## src/rtl/char_grid_rotate_reflect_assert.svh

```systemverilog
// ---------------------------------------------------------------------------
// char_grid_rotate_reflect_assert.svh
// Assertion macros for the character grid block.
// ---------------------------------------------------------------------------
`ifndef CHAR_GRID_ROTATE_REFLECT_ASSERT_SVH
`define CHAR_GRID_ROTATE_REFLECT_ASSERT_SVH

`ifndef NO_ASSERTIONS
// Checked at every edge, reset included.
`define CGRR_ASSERT_ALWAYS(lbl, clk, prop, msg) \
  lbl: assert property (@(posedge clk) prop) else $error(msg);
// Checked outside reset only.
`define CGRR_ASSERT_ON(lbl, clk, rst, prop, msg) \
  lbl: assert property (@(posedge clk) disable iff (rst) prop) else $error(msg);
`else
`define CGRR_ASSERT_ALWAYS(lbl, clk, prop, msg)
`define CGRR_ASSERT_ON(lbl, clk, rst, prop, msg)
`endif

`endif

```

## src/rtl/cgrr_pkg.sv

```systemverilog
// ---------------------------------------------------------------------------
// cgrr_pkg
// Shared widths, codes and controller/datapath interface types.
// ---------------------------------------------------------------------------
package cgrr_pkg;

  localparam int CMD_W       = 2;
  localparam int OP_W        = 2;
  localparam int ROW_W       = 6;
  localparam int CHAR_W      = 8;
  localparam int DIM_PORT_W  = 7;
  localparam int CFG_IDX_W   = 1;
  localparam int MAX_DIM_DEF = 64;
  localparam int DIM_RST_DEF = 8;

  // Configuration register indexes
  localparam logic [CFG_IDX_W-1:0] CFG_GRID_WIDTH  = 1'b0;
  localparam logic [CFG_IDX_W-1:0] CFG_GRID_HEIGHT = 1'b1;

  typedef enum logic [CMD_W-1:0] {
    CMD_WRITE   = 2'd0,
    CMD_XFORM   = 2'd1,
    CMD_READ    = 2'd2,
    CMD_RESTART = 2'd3
  } cmd_t;

  typedef enum logic [OP_W-1:0] {
    OP_ROT_CW   = 2'd0,
    OP_ROT_CCW  = 2'd1,
    OP_MIR_COLS = 2'd2,
    OP_MIR_ROWS = 2'd3
  } op_t;

  typedef enum logic [2:0] {
    ST_IDLE,
    ST_EXEC,
    ST_RD_WAIT,
    ST_XF_RUN,
    ST_XF_LAST
  } state_t;

  // Commands from controller to datapath
  typedef struct packed {
    logic capture;    // latch the incoming word, clear walk counter
    logic exec;       // perform write or restart
    logic xf_step;    // issue one transform read, advance walk
    logic xf_commit;  // swap banks, load new dimensions
    logic finish;     // load result registers
  } ctl_cmd_t;

  // Status from datapath to controller
  typedef struct packed {
    cmd_t cmd;
    logic xf_last;
  } dp_stat_t;

endpackage

```

## src/rtl/cgrr_ctrl.sv

```systemverilog
// ---------------------------------------------------------------------------
// cgrr_ctrl
// Command sequencer: accepts a word, steps the datapath, strobes done.
// ---------------------------------------------------------------------------
`include "char_grid_rotate_reflect_assert.svh"

module cgrr_ctrl (
  input  logic                clk,
  input  logic                rst,
  input  logic                start,
  output logic                busy,
  output logic                done,
  output cgrr_pkg::ctl_cmd_t  ctl,
  input  cgrr_pkg::dp_stat_t  stat
);
  import cgrr_pkg::*;

  state_t state;
  state_t state_next;
  logic   done_next;

  // State and done strobe registers
  always_ff @(posedge clk) begin
    if (rst) begin
      state <= ST_IDLE;
      done  <= 1'b0;
    end else begin
      state <= state_next;
      done  <= done_next;
    end
  end

  // Next state
  always_comb begin
    state_next = state;
    unique case (state)
      ST_IDLE: begin
        if (start) state_next = ST_EXEC;
      end
      ST_EXEC: begin
        unique case (stat.cmd)
          CMD_READ:  state_next = ST_RD_WAIT;
          CMD_XFORM: state_next = ST_XF_RUN;
          default:   state_next = ST_IDLE;
        endcase
      end
      ST_RD_WAIT: state_next = ST_IDLE;
      ST_XF_RUN: begin
        if (stat.xf_last) state_next = ST_XF_LAST;
      end
      ST_XF_LAST: state_next = ST_IDLE;
      default:    state_next = ST_IDLE;
    endcase
  end

  // Datapath commands
  always_comb begin
    ctl = '0;
    unique case (state)
      ST_IDLE: ctl.capture = start;
      ST_EXEC: begin
        ctl.exec   = 1'b1;
        ctl.finish = (stat.cmd == CMD_WRITE) || (stat.cmd == CMD_RESTART);
      end
      ST_RD_WAIT: ctl.finish = 1'b1;
      ST_XF_RUN:  ctl.xf_step = 1'b1;
      ST_XF_LAST: begin
        ctl.xf_commit = 1'b1;
        ctl.finish    = 1'b1;
      end
      default: ctl = '0;
    endcase
  end

  assign done_next = ctl.finish;
  assign busy      = (state != ST_IDLE);

  `CGRR_ASSERT_ALWAYS(a_rst_idle, clk, rst |=> (!busy && !done), "not idle after reset")
  `CGRR_ASSERT_ON(a_done_idle, clk, rst, done |-> !busy, "done strobe while busy")
  `CGRR_ASSERT_ON(a_accept_busy, clk, rst, (start && !busy) |=> busy, "accepted word not started")
  `CGRR_ASSERT_ON(a_last_after_run, clk, rst, (state == ST_XF_LAST) |-> ($past(state) == ST_XF_RUN), "transform end without walk")

endmodule

```

## config.mk

```make
export PLATFORM = sky130hd
export DESIGN_NAME = cgrr_ctrl
export DESIGN_NICKNAME = d
export VERILOG_FILES = /design/src/rtl/cgrr_pkg.sv /design/src/rtl/cgrr_ctrl.sv
export VERILOG_INCLUDE_DIRS = /design/src /design/src/rtl
export SDC_FILE = /design/constraint.sdc
export NUM_CORES = 1
export LEC_CHECK = 0
export BUFFER_PORTS_ARGS = -buffer_cell sky130_fd_sc_hd__buf_2
export CELL_PAD_IN_SITES_DETAIL_PLACEMENT = 0
export CELL_PAD_IN_SITES_GLOBAL_PLACEMENT = 1
export CORE_AREA = 2 2 39 41
export DETAILED_ROUTE_END_ITERATION = 12
export DIE_AREA = 0 0 41 43
export GPL_TIMING_DRIVEN = 0
export PLACE_DENSITY_LB_ADDON = 0.05
export SLEW_MARGIN = 10
export SYNTH_ARGS = -nofsm -noshare
export SYNTH_HDL_FRONTEND = slang
export SYNTH_SLANG_ARGS = --single-unit
export TNS_END_PERCENT = 1
```

## constraint.sdc

```tcl
create_clock -name clk -period 1.7 [get_ports clk]
set_clock_uncertainty 0.05 [all_clocks]
set_input_delay 0.34 -clock clk [delete_from_list [all_inputs] [get_ports clk]]
set_output_delay 0.34 -clock clk [all_outputs]
set_load 0.02 [all_outputs]
```

==> results.ini <==
[pwr]
internal_power_mw=0.2185
power_density_nw_per_um2=770.5
switchingPower_mw=0.08422
vdd_drop_max_mv=0.1147
power_frac_clock_pct=38.3
swShare_pct=27.82
seq_power_share_pct=35.1
p_comb_share_pct=26.6
p_leak_nw=0.1878

[synthesis]
netlist-cell-type-count=16
synthSimpleGateAreaFrac_pct=48.96
synthXorXnorAreaFrac_pct=0
synth_top_cell_by_area=dfxtp_1
post-synth-top-area-fraction_pct=33.33
syn_inst=27
syn_area_um2=240.2
synth_top_family_by_area=simple AND/OR/NAND/NOR gates
syn_nets=34
synth_compound_area_share_pct=4.688
synth_fa_ha_area_share_pct=5.208
synth_area_leaders=dfxtp_1 (33%), nor4bb_1 (8.3%), nor3b_1 (6.3%), nor2b_4 (5.7%), and4bb_2 (5.2%)
synth_warnings=0
avgSynthCellArea_um2=8.897
synth_seq_cells=4
muxShareOfSynthArea_pct=0
yosysSeqAreaShare_pct=33.33

[place]
globalplace.congestion=0.6597
portBuffers=12
hpwl_um=451.8

[timing]
finalMaxSlewViolations=0
tightest_slew_ns=0.2360
hold_ws_ns=0.2810
finalSetupViolations=0
slew_headroom_pct=84.05
final.min_clock_period_ns=1.651
tns_ns=0
timing.fmax_mhz=605.9
hold_viol=0
post-route-period-util_pct=97.09

[worst_setup_path]
cp_data_arrival_time_ns=1.26
crit_top_cell=buf_6
worstReg2RegStart=state[1]
cp-startpoint=stat[2]
crit_fanout=2
path_cells=buf_6, inv_4, ha_4, nor4bb_1, or3_4, buf_6
worstSetupPathType=in -> out
slowest_delay_ns=0.34
critPathCaptureType=output port
crit_slowest_cell=or3_4
startpoint_type=input port
cp_data_required_time_ns=1.31

[finish]
area_growth_pct=63.54
n_fill_cell=151
antennaDiodeCount=0
final_net_count=51
drive_gt1_share_pct=59.52

[drt]
wl_per_cell_um=10.09
antenna_left=0
routed_via_density=4.310
drc_errors=0
totalWireLength_um=585
num_vias=250
dr.pass1.iters=2
drt-initial-drc-count=3

[cts]
cts.sinks=4
holdBufCountCts=0
clk_pin_slew_worst_paths_ns=0.04
clkLatencyLatePin_ns=0.23
root_buffer=clkbuf_4
cts-buffers-inserted=3
cts_tree=built
cts_buffer_depth=2
cts_max_level=1

[grt]
grt_pass1_vias=189
antenna_found_initial=0
track_usage_pct=7.214
grt_max_degree=10
grt_pass1_wl_um=731
grt_overflow=0

[floorplanning]
rows=14
dieArea_um2=1763
dieHeight_um=43
fp.coreArea_um2=1384
io_pins=13
start_util_pct=17.36
die_w_um=41

[flow_run]
max-cap-violations=0

[min_path]
worstHoldPathType=in -> reg
min-delay-start=rst

[outcome]
status=complete, no violations

## power by group through the flow
| stage | Clock [mW] | Sequential [mW] | Combinational [mW] |
|---|---|---|---|
| after floorplan | 0 | 0.107 | 0.0455 |
| after global placement | 0 | 0.108 | 0.0697 |
| after detailed placement | 0 | 0.108 | 0.0702 |
| after CTS | 0.125 | 0.106 | 0.0757 |
| after global routing | 0.125 | 0.107 | 0.0881 |
| final | 0.116 | 0.106 | 0.0807 |
## synth_stat cells (all sizes together)
library cell  instances
nor2b                 1
inv                   3
a31oi                 1
buf                   1
or3                   2
and3b                 1
or2b                  1
and4bb                1
ha                    1
nor3                  2
and2                  1
nor4bb                2
a21oi                 1
nor2                  3
dfxtp                 4
nor3b                 2
## cell families after synthesis
family,Yosys count
adders and majority gates,1
DFF,4
buffers and inverters,4
and+or+nand+nor,16
AOI/OAI and AO/OA,2
## state kept, by name, indices dropped and copies added (netlist names)
signal	flops
done	1
state	3
## worst max-delay path: cells and delay by family
kind,cells,cell delay (ns)
adders and majority gates,1,0.18
buffers and inverters,3,0.27
and+or+nand+nor,2,0.46
## path summary, 6_finish.rpt
kind              endpoint  slack, ns  cells past startpoint
setup / recovery    ctl[0]       0.05                      6
hold reg to reg   state[1]       0.57                      2
hold / removal        done       0.28                      2
setup reg to reg  state[2]       0.51                      3
## repair_timing
action | 4_1_cts | 5_1_grt
gates resized for setup | 6 | 7
pin swaps | 2 | 2
buffers inserted | 0 | 1
endpoints found under the setup margin | 1 | 2
## stage by stage
stage	util, %	instance area, um2	power [mW]	instances	setup slack (ns)
final	28.39	392.9	0.3027	58	0.04947
after global routing	28.39	392.9	0.3205	58	-0.0008072
after CTS	26.22	362.8	0.3070	57	-0.05157
after detailed placement	23.15	320.3	0.1778	55	-0.1775
after global placement	23.15	320.3	0.1774	55	-0.1708
after floorplan	-	240.2	0.1528	27	0.002872
## cell usage in the layout, fill, tap and decap left out, types with 2 or more instances in the layout
master | synthesis | final
dfxtp_2 | 0 | 2
inv_1 | 3 | 2
clkbuf_4 | 0 | 3
buf_6 | 0 | 3
nor4bb_1 | 2 | 2
buf_2 | 0 | 9
nor3_1 | 2 | 2
nor2_1 | 3 | 3
## cell type report
| class | instances | area, um2 | area share (%) |
|---|---|---|---|
| repair buffers | 13 | 86.33 | 21.97 |
| flip-flops and latches | 4 | 86.33 | 21.97 |
| inverters | 3 | 13.76 | 3.503 |
| multi-input cells | 19 | 163.9 | 41.72 |
| clock buffers | 3 | 22.52 | 5.732 |
| well taps | 16 | 20.02 | 5.096 |
## per-layer routing
metal  global-route usage (%)  up-vias  share of wire [%]
met1                    7.348      115                 40
met2                    9.688        8                 53
met4                    10.00        0                  0
li1                         -      127                  -
met5                        0        -                  0
met3                    1.571        0                6.7
Power figures use the tool's default switching activity.
